### src/edh_pkg.sv
// Package: widths, register indexes, payload types and arithmetic helpers for the halftone unit.
`default_nettype none

package edh_pkg;

  // Row store depth and index width
  localparam int MAX_WIDTH = 1024;
  localparam int COL_W     = $clog2(MAX_WIDTH);

  // Field widths
  localparam int PIX_W      = 8;
  localparam int THR_W      = 8;
  localparam int LW_W       = 11;
  localparam int ERR_W      = 10;
  localparam int CALC_W     = 16;
  localparam int CMP_W      = (LW_W > COL_W + 1) ? LW_W : COL_W + 1;
  localparam int CFG_IDX_W  = 2;
  localparam int CFG_DATA_W = 11;

  // Register indexes
  localparam logic [CFG_IDX_W-1:0] REG_THRESHOLD  = CFG_IDX_W'(0);
  localparam logic [CFG_IDX_W-1:0] REG_LINE_WIDTH = CFG_IDX_W'(1);

  // Reset values and limits
  localparam logic [THR_W-1:0] THR_RESET = THR_W'(128);
  localparam logic [LW_W-1:0]  LW_RESET  = LW_W'(256);
  localparam logic [CMP_W-1:0] LW_MIN    = CMP_W'(2);
  localparam logic [CMP_W-1:0] LW_MAX    = CMP_W'(MAX_WIDTH);

  // Dot codes
  localparam logic [PIX_W-1:0] DOT_WHITE = PIX_W'(8'hFF);
  localparam logic [PIX_W-1:0] DOT_BLACK = PIX_W'(0);
  localparam logic signed [CALC_W-1:0] WHITE_LEVEL = CALC_W'(255);

  localparam logic signed [CALC_W-1:0] ERR_HI = CALC_W'(511);
  localparam logic signed [CALC_W-1:0] ERR_LO = -CALC_W'(512);

  typedef logic signed [ERR_W-1:0]  err_t;
  typedef logic signed [CALC_W-1:0] calc_t;

  // Pixel in flight between the front end and the diffusion step
  typedef struct packed {
    logic [PIX_W-1:0] pixel;
    logic [COL_W-1:0] col;
    logic             last;
    logic             first_row;
    logic             sof;
  } item_t;

  // Row store write request
  typedef struct packed {
    logic             en;
    logic [COL_W-1:0] addr;
    err_t             data;
  } st_wr_t;

  // Divide by 16 with truncation toward zero
  function automatic calc_t div16_trunc(input calc_t p);
    calc_t bias;
    calc_t sum;
    bias = {{(CALC_W-4){1'b0}}, {4{p[CALC_W-1]}}};
    sum  = p + bias;
    return sum >>> 4;
  endfunction

  // Saturate to the error range
  function automatic err_t sat_err(input calc_t v);
    err_t r;
    if (v > ERR_HI) begin
      r = ERR_HI[ERR_W-1:0];
    end else if (v < ERR_LO) begin
      r = ERR_LO[ERR_W-1:0];
    end else begin
      r = v[ERR_W-1:0];
    end
    return r;
  endfunction

endpackage

`default_nettype wire

### src/edh_diffuse.sv
// Diffusion step: threshold compare, error split and the in-row error registers.
`default_nettype none

module edh_diffuse (
  input  wire logic                     clk,
  input  wire logic                     rst_n,
  input  wire logic                     adv,
  input  wire edh_pkg::item_t            item,
  input  wire edh_pkg::err_t             above_raw,
  input  wire logic [edh_pkg::THR_W-1:0] threshold,
  output      logic [edh_pkg::PIX_W-1:0] dot,
  output      edh_pkg::st_wr_t           wr_main,
  output      edh_pkg::st_wr_t           wr_tail
);
  import edh_pkg::*;

  err_t  right_error_r, right_error_nxt;
  err_t  pend_bl_r, pend_bl_nxt;
  err_t  pend_b_r, pend_b_nxt;
  err_t  right_in, pend_bl_in, pend_b_in, above;
  calc_t v, e, s7, s5, s3, s1;
  logic  white;

  always_comb begin
    // Start of frame clears the carried errors before this pixel
    right_in   = item.sof ? '0 : right_error_r;
    pend_bl_in = item.sof ? '0 : pend_bl_r;
    pend_b_in  = item.sof ? '0 : pend_b_r;
    above      = item.first_row ? '0 : above_raw;

    v = CALC_W'($signed({1'b0, item.pixel})) + CALC_W'(right_in) + CALC_W'(above);
    white = v > CALC_W'($signed({1'b0, threshold}));
    e   = white ? v - WHITE_LEVEL : v;
    dot = white ? DOT_WHITE : DOT_BLACK;

    // Shares of the residual, each truncated toward zero
    s7 = div16_trunc(CALC_W'(e * 7));
    s5 = div16_trunc(CALC_W'(e * 5));
    s3 = div16_trunc(CALC_W'(e * 3));
    s1 = div16_trunc(e);

    wr_main.en   = adv && (item.col != '0);
    wr_main.addr = item.col - COL_W'(1);
    wr_main.data = sat_err(CALC_W'(pend_bl_in) + s3);

    pend_bl_nxt     = sat_err(CALC_W'(pend_b_in) + s5);
    pend_b_nxt      = sat_err(s1);
    right_error_nxt = sat_err(s7);

    wr_tail.en   = adv && item.last;
    wr_tail.addr = item.col;
    wr_tail.data = pend_bl_nxt;
  end

  // Advance the carried errors; drop them at the end of a row
  always_ff @(posedge clk) begin
    if (!rst_n) begin
      right_error_r <= '0;
      pend_bl_r     <= '0;
      pend_b_r      <= '0;
    end else if (adv) begin
      if (item.last) begin
        right_error_r <= '0;
        pend_bl_r     <= '0;
        pend_b_r      <= '0;
      end else begin
        right_error_r <= right_error_nxt;
        pend_bl_r     <= pend_bl_nxt;
        pend_b_r      <= pend_b_nxt;
      end
    end
  end

endmodule

`default_nettype wire

### config.mk
export PLATFORM = sky130hd
export DESIGN_NAME = edh_diffuse
export DESIGN_NICKNAME = d
export VERILOG_FILES = /design/src/edh_pkg.sv /design/src/edh_diffuse.sv
export SDC_FILE = /design/constraint.sdc
export NUM_CORES = 1
export LEC_CHECK = 0
export ABC_AREA = 1
export BUFFER_PORTS_ARGS = -buffer_cell sky130_fd_sc_hd__clkbuf_2
export CAP_MARGIN = 20
export CORE_AREA = 2 2 137 105
export CTS_BUF_LIST = sky130_fd_sc_hd__clkbuf_4 sky130_fd_sc_hd__clkbuf_8 sky130_fd_sc_hd__clkbuf_16
export DETAILED_ROUTE_END_ITERATION = 16
export DIE_AREA = 0 0 139 107
export PLACE_DENSITY = 0.81
export SETUP_SLACK_MARGIN = 0.05
export SYNTH_ARGS = -nofsm -noshare
export SYNTH_HDL_FRONTEND = slang
export SYNTH_SLANG_ARGS = --single-unit
### constraint.sdc
create_clock -name clk -period 17.5 [get_ports clk]
set_clock_uncertainty 0.05 [all_clocks]
set_input_delay 3.5 -clock clk [delete_from_list [all_inputs] [get_ports clk]]
set_output_delay 3.5 -clock clk [all_outputs]
set_load 0.02 [all_outputs]
==> out/results.tsv <==
stage	metric	value	unit
status	outcome	finished, final reports clean	
setup_path	cpMaxStageDelayCell	fa_1	
sta	max_freq	0.0594	GHz
drt	postRouteAntennaNets	0	
placed_design	port-buffer-count	91	
setup_path	crit_buf_inv	12	
drt	postRouteWirelength	20700	µm
setup_path	path_class	in -> out	
hold_path	min_delay_path_depth	2	
setup_path	required	13.95	ns
synthesis	postSynth.asyncResetShare	0	%
final_layout	drive_gt1_share	15.3	%
cts	cts_buffers	5	
grt	first_global_vias	7363	
final_layout	nets	1530	
cts	cts_tree	built	
setup_path	startpoint_type	primary input	
floorplanning	dieArea	14900	µm²
synthesis	ys.flop_type	dfxtp_1	
grt	grt_usage	27.5	%
sta	setup_viol	0	
grt	overflow	0	
setup_path	critical_path_cell_count	62	
drt	vias	8186	
grt	grt_max_degree	33	
sta	min_period	16.82	ns
sta	final_hold_viol_count	0	
placed_design	hpwl	17100	µm
final_layout	final_common_cell	nand2_1	
synthesis	ys_ff_latch	30	
setup_path	reg2reg_depth	62	
placed_design	gp_congestion	0.942	
cts	cts_hold_buf	0	
synthesis	synth.avg_cell_area	6.20	µm²
drt	drc	0	
synthesis	synthesis.area	7980	µm²
setup_path	ff2ff_setup_slack	7.68	ns
cts	clkLatencyLatePin	0.28	ns
cts	cts-root-buf	clkbuf_16	
drt	first_iter_violations	717	
grt	grt_pass1_wl	34200	µm
synthesis	ys_types	49	
floorplanning	die_w	139	µm
synthesis	syn-num-nets	1455	
sta	rsz0062_at_grt	no	
sta	fin_crit_sh	96.1	%
grt	antenna_found_initial	0	
setup_path	crit_family	adder cells	
setup_path	critical_path.max_stage_delay	0.53	ns
sta	slew_headroom	62.7	%
setup_path	cp_common_cell	nand2_1	
drt	viasPerCell	5.32	
setup_path	rr_endpoint	pend_bl_r[8]	
final_layout	area_delta_synth_final	10.0	%
sta	fin_tns_setup	0	ns
cts	htree_levels	2	
hold_path	worstHoldStart	right_error_r[9]	
sta	slew_violations	0	
floorplanning	io_pins	92	
floorplanning	initial_core_util	59.1	%
hold_path	min_to	right_error_r[9]	
cts	cts_num_sinks	30	
synthesis	yosysSeqAreaShare	7.52	%
cts	clk_path_buf_depth	2	
floorplanning	fp-row-count	37	
final_layout	final_cell_mix	nand2_1, inv_1, nor2_1, ha_1, clkbuf_2	
synthesis	synth_edf_count	0	
drt	dr.pass1.iters	5	
floorplanning	die_h	107	µm
synthesis	syn_inst	1287	
drt	wl_per_cell	13.5	µm
hold_path	hp-class	reg -> reg	
setup_path	r2r_start	right_error_r[1]	
synthesis	yosysWarnings	0	
sta	max_slew.worst_pin.slew	0.554	ns
setup_path	worstPathMaxFanout	15	
setup_path	end_kind	output port	
floorplanning	core	13500	µm²
cts	clk_pin_slew	0.05	ns
setup_path	worstPathArrival	13.27	ns
final_layout	n_antenna_cell	0	
run	drv_cap	0	
## cells by family after synthesis
family	share of synthesized area, %
AO/OA/AOI/OAI	12.6
XOR/XNOR	10.8
adder cells (fa/ha/maj)	21.9
buffers and inverters	14.3
flip-flops	7.52
AND/OR/NAND/NOR	32.9
## area by class of cell
cell class,instances,area [µm²]
multi-input combinational,978,6340
fill,1263,4730
inverter,249,940
sequential,30,601
timing repair buffer,98,532
tap,175,219
clock buffer,6,139
clock inverter,2,12.5
## what timing repair did
item / 4_1_cts / 5_1_grt
setup buffers: 0 / 3
setup endpoints to repair: 0 / 19
gates resized for setup: 0 / 37
## per-stage QoR
stage | hold slack [ns] | util (%) | worst slack [ns] | instance area, µm² | cells
floorplan | 0.395 | - | 1.32 | 7980 | 1287
global placement | 0.403 | 62.7 | 0.551 | 8470 | 1525
detailed placement | 0.406 | 62.7 | 0.0949 | 8470 | 1525
CTS | 0.414 | 63.8 | 0.0616 | 8630 | 1533
global route | 0.438 | 65.0 | 0.0195 | 8780 | 1538
finish | 0.414 | 65.0 | 0.677 | 8780 | 1538
## sequential cells by signal (all words and copies together) (netlist names)
signal         count
pend_b_r          10
pend_bl_r         10
right_error_r     10
## Yosys cell counts, types with 3 or more instances
master,n,area [µm²]
dfxtp_1,30,601
ha_1,103,1290
or2_2,4,25.0
xnor2_1,19,166
a21o_1,7,52.6
fa_1,23,460
a21oi_2,9,78.8
nand2_4,15,169
nand4_1,11,68.8
nor2_2,6,37.5
a21oi_1,87,435
nor2_4,5,56.3
nor4_1,5,31.3
nand2_1,335,1260
clkbuf_1,9,33.8
nor3_1,10,50.1
o21bai_1,14,105
buf_4,18,135
nor2_1,104,390
xor2_1,76,666
inv_2,11,41.3
o21ai_0,31,155
nand2_2,20,125
o21ai_1,3,15.0
nand3_1,60,300
nand3b_1,4,30.0
inv_1,238,893
## worst max-delay path by stage
| stage | start | to |
|---|---|---|
| 3_5_place_dp | item[0] | wr_main[3] |
| 2_1_floorplan | item[0] | wr_main[2] |
| 4_1_cts | item[0] | wr_main[6] |
| 6_report | item[0] | wr_main[6] |
| 5_1_grt | item[0] | wr_tail[6] |
| 3_3_place_gp | item[0] | wr_main[6] |
## worst reg2reg max path: cells and delay by family (launching register included)
family	cells	cell delay [ns]
compound gates	14	2.42
simple gates	29	3.04
xor+xnor	1	0.22
flops	1	0.33
fa+ha+maj	9	3.04
buf+inv	9	0.66
## routing by layer
layer	vias up	GRT usage (%)	share of wire (%)
li1	4162	-	-
met1	3670	39.6	48
met2	325	44.2	42
met3	29	3.39	8.4
met4	0	5.56	1.6
met5	-	0	0
Power is left out: the tool's default activity adds up to more than one toggle a clock period on the data nets, which glitch-free logic cannot reach.
